===== src/hw/rtl/subfm_pkg.sv =====
// Shared types and constants of the substring first-match finder.
package subfm_pkg;

   localparam int PATTERN_MAX_DEF = 8;
   localparam int INDEX_BITS_DEF  = 16;

   localparam int BYTE_W      = 8;
   localparam int PATTERN_W   = 64;
   localparam int LEN_W       = 4;
   localparam int START_W     = 16;
   localparam int CSR_INDEX_W = 2;
   localparam int CSR_DATA_W  = 64;

   localparam logic [CSR_INDEX_W-1:0] REG_PATTERN_BYTES  = CSR_INDEX_W'(0);
   localparam logic [CSR_INDEX_W-1:0] REG_PATTERN_LENGTH = CSR_INDEX_W'(1);

   typedef struct packed {
      logic               hit;
      logic [START_W-1:0] start_index;
      logic               not_found;
      logic               result_last;
   } rsp_type;

endpackage


===== src/hw/rtl/substring_first_match_finder.sv =====
// Top level of the streamed substring first-match finder.
// Searches a haystack streamed in one byte per transfer for the first occurrence of a needle of
// 1 to PATTERN_MAX bytes held in pattern_bytes (first needle byte in bits 7:0) and
// pattern_length (0 reads as 1, values above PATTERN_MAX read as PATTERN_MAX). Every haystack
// byte gives one result: hit is raised on the byte that completes the first match and
// start_index then gives the zero-based offset where that match starts (zero otherwise);
// not_found is raised on the last byte when nothing matched; result_last echoes text_last and
// all search state clears after it. Overlapping candidates are all tested. Offsets saturate
// at 2^INDEX_BITS-1, and start_index carries the low 16 bits. Throughput is one byte per clock
// cycle while req_stall is low; a result is registered in the output register, or in the skid
// register if the output stalls. That rate is set by a row of PATTERN_MAX window cells that
// shift the haystack and compare every needle byte in parallel. The result side has an output
// and a skid register, so req_stall comes straight from a flop and rises only once two results
// are waiting. Write the configuration only while the block is idle; csr_ready is always high.
module substring_first_match_finder
   import subfm_pkg::*;
#(
   parameter int PATTERN_MAX = PATTERN_MAX_DEF,
   parameter int INDEX_BITS  = INDEX_BITS_DEF
) (
   input  logic                   clock,
   input  logic                   reset,
   // haystack input
   input  logic                   req_valid,
   output logic                   req_stall,
   input  logic [BYTE_W-1:0]      req_text_byte,
   input  logic                   req_text_last,
   // results
   output logic                   rsp_valid,
   input  logic                   rsp_stall,
   output logic                   rsp_hit,
   output logic [START_W-1:0]     rsp_start_index,
   output logic                   rsp_not_found,
   output logic                   rsp_result_last,
   // configuration writes
   input  logic                   csr_valid,
   output logic                   csr_ready,
   input  logic [CSR_INDEX_W-1:0] csr_index,
   input  logic [CSR_DATA_W-1:0]  csr_data
);

   localparam int SEEN_W  = $clog2(PATTERN_MAX + 1);
   localparam int START_X = (INDEX_BITS > START_W) ? INDEX_BITS : START_W;

   // configuration registers
   logic [PATTERN_W-1:0] pattern_bytes_ff;
   logic [PATTERN_W-1:0] pattern_bytes_in;
   logic [LEN_W-1:0]     pattern_length_ff;
   logic [LEN_W-1:0]     pattern_length_in;

   // search state
   logic [SEEN_W-1:0]     bytes_seen_ff;
   logic [SEEN_W-1:0]     bytes_seen_in;
   logic [INDEX_BITS-1:0] position_ff;
   logic [INDEX_BITS-1:0] position_in;
   logic                  found_ff;
   logic                  found_in;

   logic                  accept;
   logic [LEN_W-1:0]      active_len;
   logic [SEEN_W-1:0]     seen_inc;
   logic [INDEX_BITS-1:0] pos_inc;
   logic [INDEX_BITS-1:0] back_off;
   logic [INDEX_BITS-1:0] start_pos;
   logic [START_X-1:0]    start_wide;
   logic                  window_match;
   logic                  hit;
   logic                  skid_full;
   rsp_type               result;
   rsp_type               rsp_data;

   logic [BYTE_W-1:0]     win_byte [PATTERN_MAX];
   logic [PATTERN_MAX:0]  match_chain;

   // Configuration port: take every write, drop unknown indexes.
   assign csr_ready = 1'b1;

   always_comb begin
      pattern_bytes_in  = pattern_bytes_ff;
      pattern_length_in = pattern_length_ff;
      if (csr_valid) begin
         unique case (csr_index)
            REG_PATTERN_BYTES:  pattern_bytes_in  = csr_data;
            REG_PATTERN_LENGTH: pattern_length_in = csr_data[LEN_W-1:0];
            default: ;
         endcase
      end
   end

   // Clamp the programmed length into 1..PATTERN_MAX.
   always_comb begin
      priority if (pattern_length_ff == '0) begin
         active_len = LEN_W'(1);
      end else if (pattern_length_ff > LEN_W'(PATTERN_MAX)) begin
         active_len = LEN_W'(PATTERN_MAX);
      end else begin
         active_len = pattern_length_ff;
      end
   end

   // Input transfer: stall only while the skid register holds a result.
   assign req_stall = skid_full;
   assign accept    = req_valid && !skid_full;

   // Window: cell 0 takes the new byte, each cell hands its byte to the next one.
   // The match flag ripples down the row; cells beyond the needle length pass it.
   assign match_chain[0] = 1'b1;

   for (genvar k = 0; k < PATTERN_MAX; k++) begin : g_cell
      logic [BYTE_W-1:0] cell_shift_in;
      if (k == 0) begin : g_head
         assign cell_shift_in = req_text_byte;
      end else begin : g_body
         assign cell_shift_in = win_byte[k-1];
      end
      subfm_cell #(
         .POS(k)
      ) u_cell (
         .clock         (clock),
         .advance       (accept),
         .shift_in      (cell_shift_in),
         .pattern_bytes (pattern_bytes_ff),
         .active_len    (active_len),
         .match_in      (match_chain[k]),
         .byte_out      (win_byte[k]),
         .match_out     (match_chain[k+1])
      );
   end

   // Count bytes up to the window depth and offsets up to all ones.
   assign seen_inc = (bytes_seen_ff < SEEN_W'(PATTERN_MAX)) ?
                     SEEN_W'(bytes_seen_ff + SEEN_W'(1)) : bytes_seen_ff;
   assign pos_inc  = (position_ff != '1) ?
                     INDEX_BITS'(position_ff + INDEX_BITS'(1)) : position_ff;

   // A match needs a full needle's worth of bytes in the window.
   assign window_match = match_chain[PATTERN_MAX] && (LEN_W'(seen_inc) >= active_len);
   assign hit          = window_match && !found_ff;

   // Match start is the current offset less length-1, held at zero below that.
   assign back_off   = INDEX_BITS'(LEN_W'(active_len - LEN_W'(1)));
   assign start_pos  = (position_ff >= back_off) ? INDEX_BITS'(position_ff - back_off) : '0;
   assign start_wide = START_X'(start_pos);

   always_comb begin
      result.hit         = hit;
      result.start_index = hit ? start_wide[START_W-1:0] : '0;
      result.not_found   = req_text_last && !(found_ff || hit);
      result.result_last = req_text_last;
   end

   // Advance the search state on each transfer; clear it after the last byte.
   always_comb begin
      bytes_seen_in = bytes_seen_ff;
      position_in   = position_ff;
      found_in      = found_ff;
      if (accept) begin
         if (req_text_last) begin
            bytes_seen_in = '0;
            position_in   = '0;
            found_in      = 1'b0;
         end else begin
            bytes_seen_in = seen_inc;
            position_in   = pos_inc;
            found_in      = found_ff || hit;
         end
      end
   end

   always_ff @(posedge clock) begin
      if (reset) begin
         pattern_bytes_ff  <= '0;
         pattern_length_ff <= LEN_W'(1);
         bytes_seen_ff     <= '0;
         position_ff       <= '0;
         found_ff          <= 1'b0;
      end else begin
         pattern_bytes_ff  <= pattern_bytes_in;
         pattern_length_ff <= pattern_length_in;
         bytes_seen_ff     <= bytes_seen_in;
         position_ff       <= position_in;
         found_ff          <= found_in;
      end
   end

   // Result stage: hold results while the consumer stalls.
   subfm_skid u_skid (
      .clock     (clock),
      .reset     (reset),
      .push      (accept),
      .push_data (result),
      .out_stall (rsp_stall),
      .out_valid (rsp_valid),
      .out_data  (rsp_data),
      .full      (skid_full)
   );

   assign rsp_hit         = rsp_data.hit;
   assign rsp_start_index = rsp_data.start_index;
   assign rsp_not_found   = rsp_data.not_found;
   assign rsp_result_last = rsp_data.result_last;

endmodule


===== src/hw/rtl/subfm_cell.sv =====
// One window cell: holds one haystack byte, shifts it on, checks it against its needle byte.
module subfm_cell
   import subfm_pkg::*;
#(
   parameter int POS = 0
) (
   input  logic                 clock,
   input  logic                 advance,
   input  logic [BYTE_W-1:0]    shift_in,
   input  logic [PATTERN_W-1:0] pattern_bytes,
   input  logic [LEN_W-1:0]     active_len,
   input  logic                 match_in,
   output logic [BYTE_W-1:0]    byte_out,
   output logic                 match_out
);

   logic [BYTE_W-1:0] byte_ff;
   logic [BYTE_W-1:0] byte_in;
   logic [LEN_W-1:0]  needle_sel;
   logic [5:0]        needle_bit;
   logic [BYTE_W-1:0] needle_byte;
   logic              in_use;

   // Newest byte sits in cell 0, so cell POS faces needle byte len-1-POS.
   assign needle_sel  = LEN_W'(active_len - LEN_W'(1) - LEN_W'(POS));
   assign needle_bit  = {needle_sel[2:0], 3'b000};
   assign needle_byte = pattern_bytes[needle_bit +: BYTE_W];
   assign in_use      = active_len > LEN_W'(POS);

   // Compare the value this cell takes on at this transfer.
   assign match_out = match_in && (!in_use || (shift_in == needle_byte));

   assign byte_in  = advance ? shift_in : byte_ff;
   assign byte_out = byte_ff;

   always_ff @(posedge clock) begin
      byte_ff <= byte_in;
   end

endmodule


===== src/hw/rtl/subfm_skid.sv =====
// Two-entry result stage: output register plus skid register.
module subfm_skid
   import subfm_pkg::*;
(
   input  logic    clock,
   input  logic    reset,
   input  logic    push,
   input  rsp_type push_data,
   input  logic    out_stall,
   output logic    out_valid,
   output rsp_type out_data,
   output logic    full
);

   logic    out_valid_ff;
   logic    out_valid_in;
   rsp_type out_data_ff;
   rsp_type out_data_in;
   logic    skid_valid_ff;
   logic    skid_valid_in;
   rsp_type skid_data_ff;
   rsp_type skid_data_in;
   logic    out_free;

   assign out_free = !out_valid_ff || !out_stall;

   always_comb begin
      out_valid_in  = out_valid_ff;
      out_data_in   = out_data_ff;
      skid_valid_in = skid_valid_ff;
      skid_data_in  = skid_data_ff;
      if (out_free) begin
         // Drain the skid first; a push never comes while the skid is full.
         if (skid_valid_ff) begin
            out_valid_in  = 1'b1;
            out_data_in   = skid_data_ff;
            skid_valid_in = 1'b0;
         end else begin
            out_valid_in = push;
            if (push) begin
               out_data_in = push_data;
            end
         end
      end else if (push) begin
         skid_valid_in = 1'b1;
         skid_data_in  = push_data;
      end
   end

   always_ff @(posedge clock) begin
      if (reset) begin
         out_valid_ff  <= 1'b0;
         skid_valid_ff <= 1'b0;
      end else begin
         out_valid_ff  <= out_valid_in;
         skid_valid_ff <= skid_valid_in;
      end
      out_data_ff  <= out_data_in;
      skid_data_ff <= skid_data_in;
   end

   assign out_valid = out_valid_ff;
   assign out_data  = out_data_ff;
   assign full      = skid_valid_ff;

endmodule


===== config.mk =====
export PLATFORM = sky130hd
export DESIGN_NAME = substring_first_match_finder
export DESIGN_NICKNAME = d
export VERILOG_FILES = /design/src/hw/rtl/subfm_pkg.sv /design/src/hw/rtl/substring_first_match_finder.sv /design/src/hw/rtl/subfm_cell.sv /design/src/hw/rtl/subfm_skid.sv
export SDC_FILE = /design/constraint.sdc
export NUM_CORES = 1
export LEC_CHECK = 0
export BUFFER_PORTS_ARGS = -buffer_cell sky130_fd_sc_hd__buf_2
export CORE_MARGIN = 10
export CORE_UTILIZATION = 30
export DETAILED_ROUTE_END_ITERATION = 8
export PLACE_DENSITY_LB_ADDON = 0.3
export REMOVE_ABC_BUFFERS = 1
export SYNTH_ARGS = -nofsm -noshare
export SYNTH_HDL_FRONTEND = slang
export SYNTH_SLANG_ARGS = --single-unit

===== constraint.sdc =====
create_clock -name clock -period 14.3 [get_ports clock]
set_clock_uncertainty 0.1 [all_clocks]
set_input_delay 0 -clock clock [delete_from_list [all_inputs] [get_ports clock]]
set_output_delay 0 -clock clock [all_outputs]
set_load 0.01 [all_outputs]

==> impl_results.md <==
* Core area at 40000 um2
* Drt initial violations at 1161
* Post-CTS sizing at 0
* Routability congestion estimate at between 0.9 and 1
* Sequential Power Share at 0.443
* Vias per cell at between 5 and 6
* Most common library cell in the layout ignoring fill and taps: nand2_1
* Root Buffer Master: clkbuf_16
* Post-synth ARST share at 0
* Number of remaining DRC errors at 0
* WL final at 40900 um
* Inserted Diodes at 0
* Setup ws final at 8.42 ns
* #FFs+latches synth at around 190
* Hold WC Path Type: input port to flip-flop
* Slew HR at 0.257
* Detailed Place HPWL at 27400 um
* Crit. End Element: flip-flop
* RR Startpoint: pattern_length_ff[2]
* Power density over the cells at 93.6 nW/um2
* Mapped Area at about 12000 um2
* Postcts setup bufs at 0
* Via count at 11500
* WL/cell at ~20 um
* DR pass1 iterations at 6
* Vias in the first global route at 11100
* Leakage at 5.35 nW
* Total grt overflow at 0
* Synthesized area per cell at 8.82 um2
* Cells after Synth at between 1000 and 1500
* Int Pwr at approximately 0.94 mW
* Clock Power Share at 0.369
* Unrepaired setup endpoints after global routing: false
* Yosys cell types at 89
* Total GRT Usage at 0.160
* Buffers on Ports at 100
* Fin area at 14600 um2
* Share of layout cells above drive strength 1 at 0.151
* Final ANT Viol Nets at 0
* Dominant synthesized flop cell: edfxtp_1
* Number of synthesized flops with an enable pin at 94
* Initial antenna violation count at 0
* Setup CP Type: flip-flop to flip-flop
* I/O pins at 102
* Switching Fraction at 0.311
* Gate power share at 0.188
* Starting Density at 0.306
* Die height at around 220 um
* Fin. max-slew vios at 0
* Worst Hold Slack at 0.0719 ns
* Hold Path Depth at 4
* H-Tree Depth at 4
* Worst R2R Setup Slack at 8.42 ns
* CTS clk-pin slew, worst paths at roughly 0.08 ns
* Setup TNS at 0 ns
* Worst reg2reg path depth at 10
* Crit path launch: pattern_length_ff[2]
* Status: completed
* Std-Cell Rows at 73
* Peak supply drop at 0.0853 mV
* CTS tree: yes
* Placed Instance Area at 13000 um2
* Pin count of the biggest net entering global routing at between 80 and 90
* Max Clk Rate at 0.170 GHz
* Worst r2r dst: u_skid.out_data[18]
* Startpoint Class: flip-flop
* Seq/Total Area, Yosys at 0.380
* Final Cycle Share at 0.411
* Clk Latency, worst-skew pair at 0.45 ns
* Critical Path Fanout Max at 80
* MaxCap Viol Count at 0
* Clock Sinks at approximately 190
* Arr. time, crit path at about 6 ns
* Layout Nets at between 1500 and 2000
* Hold_sp: csr_valid
* Die footprint at between 40000 and 50000 um2
* # fillers at 4102
* CTS Buf Count at 17
* Final setup viols at 0
* Area growth syn-to-layout at 19.1%
* Final hold violation count at 0
* Die span in x at between 200 and 250 um
* Total power at 1.36 mW
* Most frequent cells in the layout: 175 x nand2_1, 141 x a21oi_1, 100 x buf_2
* CP required at 14.43 ns
* First-pass GRT wire length at 64700 um
* Clock Tree Buf Depth at 2
* Worst Max-Slew Pin Slew at about 1.1 ns
* Pre-CTS setup slack at between 8 and 9 ns
* Worst Hold Endpoint: pattern_length_ff[3]
* YS warnings at 0
* Minimum clock period at 5.88 ns
* NetSw at between 0.4 and 0.5 mW
synth_stat cells, types with 12 or more instances:
master / count / area share
nand2_1: 176 / 0.054
a21oi_1: 142 / 0.058
edfxtp_1: 94 / 0.23
dfxtp_1: 91 / 0.15
nor2_1: 91 / 0.028
clkbuf_1: 55 / 0.017
mux2i_1: 50 / 0.041
nor3_1: 42 / 0.017
xnor2_1: 42 / 0.030
buf_2: 30 / 0.012
xor2_1: 30 / 0.021
inv_1: 28 / 0.0086
o211ai_1: 25 / 0.015
o21ai_0: 25 / 0.010
nor3b_1: 23 / 0.014
o32ai_1: 21 / 0.015
or3_1: 21 / 0.011
a22oi_1: 20 / 0.012
nand2b_1: 20 / 0.010
nor4_1: 19 / 0.0097
buf_1: 18 / 0.0055
nand3_1: 18 / 0.0074
o21bai_1: 17 / 0.010
o2111ai_1: 16 / 0.011
o31ai_2: 16 / 0.016
a2bb2oi_1: 13 / 0.0093
ha_1: 13 / 0.013
nor4_2: 13 / 0.013
or2_2: 13 / 0.0066
a21o_1: 12 / 0.0074
o22ai_1: 12 / 0.0061
flip-flops by register name, summed over array words and instances (netlist names):
signal and flops:
bytes_seen_ff 4, u_skid.out_data 19, pattern_length_ff 4, pattern_bytes_ff 64, u_skid.full 1, u_skid.skid_data_ff 19
g_cell.u_cell.byte_out 56, u_skid.out_valid 1, position_ff 16, found_ff 1
metal layers:
layer	track usage	share of wire	wire, um	vias up
met5	0	0	0	-
met4	0.0455	0.019	790	0
met3	0.0283	0.065	2670	60
met2	0.252	0.45	18500	474
met1	0.220	0.46	18900	5563
li1	-	-	-	5397
area by class of cell:
type                            count  area, um2  share of cell area
Inverter                           30        113             0.00773
Timing Repair Buffer              215       1610               0.110
Clock buffer                       17        425              0.0292
Sequential cell                   185       4650               0.319
Clock inverter                     15        196              0.0135
Tap cell                          525        657              0.0451
Multi-Input combinational cell   1051       6920               0.475
cell families (layout without fill, tap and decap cells):
| logic type | after synthesis | in the layout | share of synthesized area |
|---|---|---|---|
| DFF | 185 | 185 | 0.380 |
| and+or+nand+nor | 497 | 497 | 0.211 |
| xor gates and xnor gates | 72 | 72 | 0.0515 |
| other | 1 | 1 | 0.000307 |
| adders and majority gates | 14 | 14 | 0.0149 |
| muxes | 58 | 58 | 0.0495 |
| buffers and inverters | 151 | 277 | 0.0574 |
| AOI/OAI and AO/OA | 409 | 409 | 0.236 |
through the flow:
step	std cells	utilization
floorplan	1266	-
global placement	1909	0.324
detailed placement	1909	0.324
CTS	2038	0.364
global route	2038	0.364
finish	2038	0.364
power by group through the flow:
stage | clock, mW | combinational, mW | sequential, mW
6_report | 0.503 | 0.257 | 0.604
3_3_place_gp | 0 | 0.234 | 0.615
4_1_cts | 0.515 | 0.255 | 0.604
2_1_floorplan | 0 | 0.153 | 0.613
5_1_grt | 0.537 | 0.280 | 0.607
3_5_place_dp | 0 | 0.235 | 0.616
timing repair:
item                                    CTS  global route
endpoints found under the setup margin    0             0
hold buffers                             97             0
endpoints found under the hold margin    85             0
critical path, cell delays in order, from the launching register on:
cell and delay (ns):
dfxtp_4 0.58, buf_4 0.73, xnor2_2 0.41, nor2_1 0.46, a2111oi_0 0.71, mux2i_1 0.20
xnor2_1 0.17, nor4_1 0.37, a21oi_1 0.14, or4_2 1.16, o41ai_1 0.52
worst max-delay path by stage:
stage	slack [ns]	cells past startpoint	to
final	8.42	10	u_skid.out_data[18]
after floorplan	6.83	11	u_skid.out_data[18]
after global routing	8.21	10	u_skid.out_data[18]
after CTS	8.56	10	u_skid.out_data[18]
after detailed placement	8.61	10	u_skid.out_data[18]
after global placement	8.90	11	u_skid.out_data[18]
No activity file was read; power rests on OpenSTA's default activity.
